==> src/hw/rtl/keyword_substitution_cipher_core_defines.svh <==
// ----------------------------------------------------------------------------
// keyword substitution cipher assertion macros
// concurrent check wrappers, empty when synthesised
// ----------------------------------------------------------------------------
`ifndef KEYWORD_SUBSTITUTION_CIPHER_CORE_DEFINES_SVH
`define KEYWORD_SUBSTITUTION_CIPHER_CORE_DEFINES_SVH
`ifndef SYNTHESIS
`define KSC_ASSERT(label, prop) \
  label: assert property (@(posedge clk_i) disable iff (!rst_ni) prop) \
    else $error("keyword cipher check failed");
`define KSC_ASSERT_ALWAYS(label, prop) \
  label: assert property (@(posedge clk_i) prop) \
    else $error("keyword cipher check failed");
`else
`define KSC_ASSERT(label, prop)
`define KSC_ASSERT_ALWAYS(label, prop)
`endif
`endif

==> src/hw/rtl/kscip_pkg.sv <==
// ----------------------------------------------------------------------------
// kscip_pkg
// shared types and character constants of the keyword substitution cipher
// ----------------------------------------------------------------------------
`timescale 1ns / 1ps
`default_nettype none
package kscip_pkg;

  localparam int unsigned NumLetters = 26;
  localparam int unsigned LetterW    = 5;

  localparam logic [1:0] REQ_START = 2'd0;
  localparam logic [1:0] REQ_KEY   = 2'd1;
  localparam logic [1:0] REQ_TEXT  = 2'd2;

  localparam logic [7:0] ChUpA = 8'h41;
  localparam logic [7:0] ChUpZ = 8'h5A;
  localparam logic [7:0] ChLoA = 8'h61;
  localparam logic [7:0] ChLoZ = 8'h7A;

  typedef enum logic [1:0] {
    OP_START = 2'd0,
    OP_KEY   = 2'd1,
    OP_TEXT  = 2'd2
  } op_e;

  typedef struct packed {
    op_e                kind;
    logic               letter;
    logic               lower;
    logic [LetterW-1:0] idx;
    logic [7:0]         raw;
  } op_t;

  typedef struct packed {
    logic valid;
    op_t  op;
  } head_t;

  typedef struct packed {
    logic pop;
    logic fill_active;
    logic table_complete;
  } status_t;

endpackage
`default_nettype wire

==> src/hw/rtl/keyword_substitution_cipher_core.sv <==
// with a complete table, an input reaches the output via the queue entry and output register
// throughput: one item per cycle unless the queue is full, the output stalls or the walk runs;
// start and key items give no output transfer; the first text item after a start or reset
// waits for the completion walk, which fills the table stepping one letter per cycle
// reset: asynchronous active low, clears key state, queue and decrypt mode; tables are unset
// ----------------------------------------------------------------------------
// keyword_substitution_cipher_core
// keyword monoalphabetic substitution cipher with queued front and back ends
// ----------------------------------------------------------------------------
`timescale 1ns / 1ps
`default_nettype none
`include "keyword_substitution_cipher_core_defines.svh"
module keyword_substitution_cipher_core (
  input  wire logic       clk_i,
  input  wire logic       rst_ni,
  input  wire logic       in_valid_i,
  output      logic       in_stall_o,
  input  wire logic [1:0] req_type_i,
  input  wire logic [7:0] in_byte_i,
  output      logic       out_valid_o,
  input  wire logic       out_stall_i,
  output      logic [7:0] out_byte_o,
  input  wire logic       cfg_we_i,
  input  wire logic       cfg_wdata_i
);

  kscip_pkg::head_t   head;
  kscip_pkg::status_t status;
  logic               decrypt_q;

  always_ff @(posedge clk_i or negedge rst_ni) begin
    if (!rst_ni) begin
      decrypt_q <= 1'b0;
    end else if (cfg_we_i) begin
      decrypt_q <= cfg_wdata_i;
    end
  end

  kscip_front u_front (
    .clk_i      (clk_i),
    .rst_ni     (rst_ni),
    .in_valid_i (in_valid_i),
    .in_stall_o (in_stall_o),
    .req_type_i (req_type_i),
    .in_byte_i  (in_byte_i),
    .status_i   (status),
    .head_o     (head)
  );

  kscip_back u_back (
    .clk_i       (clk_i),
    .rst_ni      (rst_ni),
    .decrypt_i   (decrypt_q),
    .head_i      (head),
    .status_o    (status),
    .out_valid_o (out_valid_o),
    .out_stall_i (out_stall_i),
    .out_byte_o  (out_byte_o)
  );

  `KSC_ASSERT(a_no_pop_in_walk, status.fill_active |-> !status.pop)
  `KSC_ASSERT(a_pop_needs_head, status.pop |-> head.valid)
  `KSC_ASSERT(a_walk_ends_complete, $fell(status.fill_active) |-> status.table_complete)
  `KSC_ASSERT(a_out_from_pop, $rose(out_valid_o) |-> $past(status.pop))

endmodule
`default_nettype wire

==> src/hw/rtl/kscip_front.sv <==
// ----------------------------------------------------------------------------
// kscip_front
// takes input transfers, classifies them and queues the resulting operations
// ----------------------------------------------------------------------------
`timescale 1ns / 1ps
`default_nettype none
module kscip_front (
  input  wire                logic clk_i,
  input  wire                logic rst_ni,
  input  wire                logic in_valid_i,
  output                     logic in_stall_o,
  input  wire                logic [1:0] req_type_i,
  input  wire                logic [7:0] in_byte_i,
  input  wire kscip_pkg::status_t status_i,
  output kscip_pkg::head_t   head_o
);

  localparam logic [1:0] QDepth = 2'd2;

  kscip_pkg::op_t mem_q [2];
  logic           wr_ptr_q, wr_ptr_d;
  logic           rd_ptr_q, rd_ptr_d;
  logic [1:0]     count_q, count_d;

  kscip_pkg::op_t op;
  logic           keep;
  logic           is_upper, is_lower;
  logic           push, pop;

  always_comb begin
    is_upper    = (in_byte_i >= kscip_pkg::ChUpA) && (in_byte_i <= kscip_pkg::ChUpZ);
    is_lower    = (in_byte_i >= kscip_pkg::ChLoA) && (in_byte_i <= kscip_pkg::ChLoZ);
    op.letter   = is_upper || is_lower;
    op.lower    = is_lower;
    op.idx      = is_lower ? kscip_pkg::LetterW'(in_byte_i - kscip_pkg::ChLoA)
                           : kscip_pkg::LetterW'(in_byte_i - kscip_pkg::ChUpA);
    op.raw      = in_byte_i;
    op.kind     = kscip_pkg::OP_START;
    keep        = 1'b0;
    unique case (req_type_i)
      kscip_pkg::REQ_START: begin
        op.kind = kscip_pkg::OP_START;
        keep    = 1'b1;
      end
      kscip_pkg::REQ_KEY: begin
        // non-letter key bytes have no effect
        op.kind = kscip_pkg::OP_KEY;
        keep    = op.letter;
      end
      kscip_pkg::REQ_TEXT: begin
        op.kind = kscip_pkg::OP_TEXT;
        keep    = 1'b1;
      end
      default: begin
        keep = 1'b0;
      end
    endcase
  end

  assign in_stall_o = (count_q == QDepth);
  assign push       = in_valid_i && !in_stall_o && keep;
  assign pop        = status_i.pop;

  always_comb begin
    wr_ptr_d = push ? !wr_ptr_q : wr_ptr_q;
    rd_ptr_d = pop ? !rd_ptr_q : rd_ptr_q;
    count_d  = count_q + {1'b0, push} - {1'b0, pop};
  end

  always_ff @(posedge clk_i) begin
    if (push) begin
      mem_q[wr_ptr_q] <= op;
    end
  end

  always_ff @(posedge clk_i or negedge rst_ni) begin
    if (!rst_ni) begin
      wr_ptr_q <= 1'b0;
      rd_ptr_q <= 1'b0;
      count_q  <= 2'd0;
    end else begin
      wr_ptr_q <= wr_ptr_d;
      rd_ptr_q <= rd_ptr_d;
      count_q  <= count_d;
    end
  end

  assign head_o.valid = (count_q != 2'd0);
  assign head_o.op    = mem_q[rd_ptr_q];

endmodule
`default_nettype wire

==> src/hw/rtl/kscip_back.sv <==
// ----------------------------------------------------------------------------
// kscip_back
// carries out queued operations: key build, table completion walk, lookup
// ----------------------------------------------------------------------------
`timescale 1ns / 1ps
`default_nettype none
module kscip_back (
  input  wire                logic clk_i,
  input  wire                logic rst_ni,
  input  wire                logic decrypt_i,
  input  wire kscip_pkg::head_t head_i,
  output kscip_pkg::status_t status_o,
  output                     logic out_valid_o,
  input  wire                logic out_stall_i,
  output                     logic [7:0] out_byte_o
);

  localparam int unsigned W = kscip_pkg::LetterW;
  localparam int unsigned N = kscip_pkg::NumLetters;

  logic [W-1:0] fwd_q [N];
  logic [W-1:0] inv_q [N];

  logic [N-1:0] used_q, used_d;
  logic [W-1:0] fill_q, fill_d;
  logic         complete_q, complete_d;
  logic         walk_q, walk_d;
  logic [W-1:0] k_q, k_d;
  logic         out_valid_q, out_valid_d;
  logic [7:0]   out_byte_q, out_byte_d;

  logic         place_en, can_place;
  logic [W-1:0] place_idx;
  logic         pop;
  logic         slot_free;
  logic [W-1:0] sub;

  assign slot_free = !out_valid_q || !out_stall_i;
  assign sub       = decrypt_i ? inv_q[head_i.op.idx] : fwd_q[head_i.op.idx];
  assign can_place = place_en && !used_q[place_idx] && (fill_q < W'(N));

  always_comb begin
    place_en    = 1'b0;
    place_idx   = head_i.op.idx;
    pop         = 1'b0;
    used_d      = used_q;
    fill_d      = fill_q;
    complete_d  = complete_q;
    walk_d      = walk_q;
    k_d         = k_q;
    out_valid_d = out_valid_q && out_stall_i;
    out_byte_d  = out_byte_q;
    if (walk_q) begin
      // fill the rest of the table from z down to a
      place_en  = 1'b1;
      place_idx = k_q;
      if (k_q == '0) begin
        walk_d     = 1'b0;
        complete_d = 1'b1;
      end else begin
        k_d = k_q - 1'b1;
      end
    end else if (head_i.valid) begin
      unique case (head_i.op.kind)
        kscip_pkg::OP_START: begin
          pop        = 1'b1;
          used_d     = '0;
          fill_d     = '0;
          complete_d = 1'b0;
        end
        kscip_pkg::OP_KEY: begin
          pop      = 1'b1;
          place_en = !complete_q;
        end
        kscip_pkg::OP_TEXT: begin
          if (!complete_q) begin
            walk_d = 1'b1;
            k_d    = W'(N - 1);
          end else if (slot_free) begin
            pop         = 1'b1;
            out_valid_d = 1'b1;
            if (head_i.op.letter) begin
              out_byte_d = (head_i.op.lower ? kscip_pkg::ChLoA : kscip_pkg::ChUpA)
                           + {3'b000, sub};
            end else begin
              out_byte_d = head_i.op.raw;
            end
          end
        end
        default: begin
          pop = 1'b1;
        end
      endcase
    end
    if (can_place) begin
      used_d[place_idx] = 1'b1;
      fill_d            = fill_q + 1'b1;
    end
  end

  always_ff @(posedge clk_i) begin
    if (can_place) begin
      fwd_q[fill_q]    <= place_idx;
      inv_q[place_idx] <= fill_q;
    end
    out_byte_q <= out_byte_d;
  end

  always_ff @(posedge clk_i or negedge rst_ni) begin
    if (!rst_ni) begin
      used_q      <= '0;
      fill_q      <= '0;
      complete_q  <= 1'b0;
      walk_q      <= 1'b0;
      k_q         <= '0;
      out_valid_q <= 1'b0;
    end else begin
      used_q      <= used_d;
      fill_q      <= fill_d;
      complete_q  <= complete_d;
      walk_q      <= walk_d;
      k_q         <= k_d;
      out_valid_q <= out_valid_d;
    end
  end

  assign status_o.pop            = pop;
  assign status_o.fill_active    = walk_q;
  assign status_o.table_complete = complete_q;
  assign out_valid_o             = out_valid_q;
  assign out_byte_o              = out_byte_q;

endmodule
`default_nettype wire
==> config.mk <==
export PLATFORM = sky130hd
export DESIGN_NAME = keyword_substitution_cipher_core
export DESIGN_NICKNAME = d
export VERILOG_FILES = /design/src/hw/rtl/kscip_pkg.sv /design/src/hw/rtl/keyword_substitution_cipher_core.sv /design/src/hw/rtl/kscip_front.sv /design/src/hw/rtl/kscip_back.sv
export VERILOG_INCLUDE_DIRS = /design/src /design/src/hw/rtl
export SDC_FILE = /design/constraint.sdc
export NUM_CORES = 1
export LEC_CHECK = 0
export BUFFER_PORTS_ARGS = -buffer_cell sky130_fd_sc_hd__buf_2
export CAP_MARGIN = 20
export CORE_AREA = 2 2 165 167
export CTS_CLUSTER_SIZE = 8
export DETAILED_ROUTE_END_ITERATION = 7
export DIE_AREA = 0 0 167 169
export HOLD_SLACK_MARGIN = 0.08
export PLACE_DENSITY = 0.73
export SLEW_MARGIN = 25
export SYNTH_ARGS = -nofsm -noshare
export SYNTH_HDL_FRONTEND = slang
export SYNTH_HIERARCHICAL = 1
export SYNTH_SLANG_ARGS = --single-unit
export TNS_END_PERCENT = 30
==> constraint.sdc <==
create_clock -name clk_i -period 4 [get_ports clk_i]
set_clock_uncertainty 0.1 [all_clocks]
set_input_delay 1.2 -clock clk_i [delete_from_list [all_inputs] [get_ports clk_i]]
set_output_delay 1.2 -clock clk_i [all_outputs]
set_load 0.02 [all_outputs]
==> flow_summary.toml <==
[detailed_routing]
routed_wl_um = 30600
vias = 7941
drt-wirelength-per-cell_um = 23.1
via_per_inst = 5.99
drc = 0
antenna_left = 0
dr.pass1.iters = 5
dr.first_iter.drc_count = 873

[final_layout]
layout_common_cells = "edfxtp_1 (302), mux4_2 (66), nand2_1 (65)"
fin_nets = 972
nFillCells = 1831
syn_to_final_growth_pct = 16.0
n_antenna_cell = 0
drive_gt1_frac = 0.253
final_common_cell = "edfxtp_1"

[setup_path]
cp.buffers_inverters = 2
cp.arrival_ps = 3970
crit_family = "multiplexers"
critical_path_cell_count = 10
path_class = "register to register"
worstSetupStartpoint = "u_front/rd_ptr_q"
end_kind = "register"
reg2reg_slack_ps = 120
cpMaxStageDelayCell = "a2111oi_4"
reg2reg_depth = 10
rr_startpoint = "u_front/rd_ptr_q"
max_stage_delay_ps = 560
crit_required_ps = 4080
worstPathMaxFanout = 8
r2r-end = "u_back/inv_q[20][2]"
cp_cell_sequence = "mux2_4 -> mux2i_4 -> buf_4 -> mux4_2 -> a22oi_1 -> nor2_1 -> a2111oi_4 -> buf_4 -> nand3_2 -> nor2_1"
cp-start-kind = "register"

[synth]
syn_nets = 879
synth_cells = 851
syn_area_um2 = 14400
ys_warn_count = 6
synth.avg_cell_area_um2 = 16.9

[clock_network]
path_clk_slew_ps = 50
htreeDepth = 2
clk_path_buf_depth = 3
clockRootBuffer = "clkbuf_16"
clkLatencyLatePin_ps = 540
cts_made_buffers = 49
tritoncts = "built"
cts_setup_buffers = 0
cts_sinks = 346

[grt]
grt_remaining_overflow = 0
grt_pass1_wl_um = 47900
grt_antenna_before_repair = 0
grt_start_max_net_pins = 64
grtUsageTotal = 0.225
grt_pass1_vias = 8257

[floorplanning]
initial_core_util = 0.543
ios = 26
die_y_um = 169
core_um2 = 26500
rows = 60
dieWidth_um = 167
die_area_um2 = 28200

[sta]
max_freq_mhz = 257
setup-violations-final = 0
rsz0062_at_grt = "true"
fin_tns_setup_ps = 0
fin_crit_ps = 3880
relSlewSlack = 0.342
worst_pin_slew_ps = 987
slew_violations = 0
finalHoldViolCount = 0
post-route-period-util = 0.971

[pwr]
ir_drop_v = 0.000427
total_power_w = 0.0133
power_density_nw_per_um2 = 800
p_leak_nw = 5.90

[placement]
io_buffers = 25
gp_congestion = 0.820
dp_hpwl_um = 19200

[run_status]
status = "finished clean"

[run]
maxCapViolCount = 0

[min_path]
min_path_cells = 2
hp-start = "u_back/used_q[1]"
hp-class = "register to register"
min_to = "u_back/used_q[1]"
metrics by stage:
step                 util  instance area (µm²)  hold WS [ps]  worst slack [ps]  instances
floorplan               -                14400           345             -35.1        851
global placement    0.575                15200           362               198       1234
detailed placement  0.575                15200           376              77.8       1234
CTS                 0.629                16700           386              78.8       1325
global route        0.630                16700           408             -88.3       1325
finish              0.630                16700           387               115       1325
cell type report:
type                    count  area [µm²]  area share
flip-flops and latches    346       10200       0.609
multi-input cells         442        3970       0.238
clock buffers              89        1420      0.0850
repair buffers             83         601      0.0360
well taps                 341         427      0.0256
inverters                  22        82.6     0.00495
clock inverters             2        17.5     0.00105
worst max-delay path by stage:
| stage | end | slack (ps) |
|---|---|---|
| global placement | u_back/inv_q[19][2] | 200 |
| global route | u_back/inv_q[0][1] | -90 |
| floorplan | u_back/inv_q[14][0] | -40 |
| finish | u_back/inv_q[20][2] | 120 |
| detailed placement | u_back/inv_q[24][3] | 80 |
| CTS | u_back/inv_q[24][3] | 80 |
where the power goes:
group | leakage, nW | internal (W) | total (W) | switching (W)
clock network | 0.682 | 0.00236 | 0.00379 | 0.00142
logic | 1.93 | 0.00162 | 0.00427 | 0.00265
registers | 3.29 | 0.00502 | 0.00529 | 0.000269
flip-flops by register name (all words and copies together) (netlist names), 2 cells and up:
register           flops
u_back/fwd_q         130
u_front/count_q        2
u_back/fill_q          5
u_back/inv_q         130
u_back/used_q         26
u_back/out_byte_o      8
u_back/k_q             5
u_front/mem_q         34
worst reg2reg max path, stage by stage, from the launching register on:
cell       delay [ps]
dfrtp_1           430
mux2_4            360
mux2i_4           210
buf_4             190
mux4_2            510
a22oi_1           180
nor2_1             90
a2111oi_4         560
buf_4             220
nand3_2           240
nor2_1            430
what timing repair did:
item / 4_1_cts / 5_1_grt
hold endpoints to repair: 0 / 0
hold buffers: 0 / 0
gates resized for setup: 0 / 9
endpoints found under the setup margin: 0 / 58
routing by layer:
metal	track usage	wire [µm]
met1	0.318	12800
met2	0.362	14800
met3	0.0437	2430
met4	0.0645	549
met5	0	0
Power figures use the tool's default switching activity.
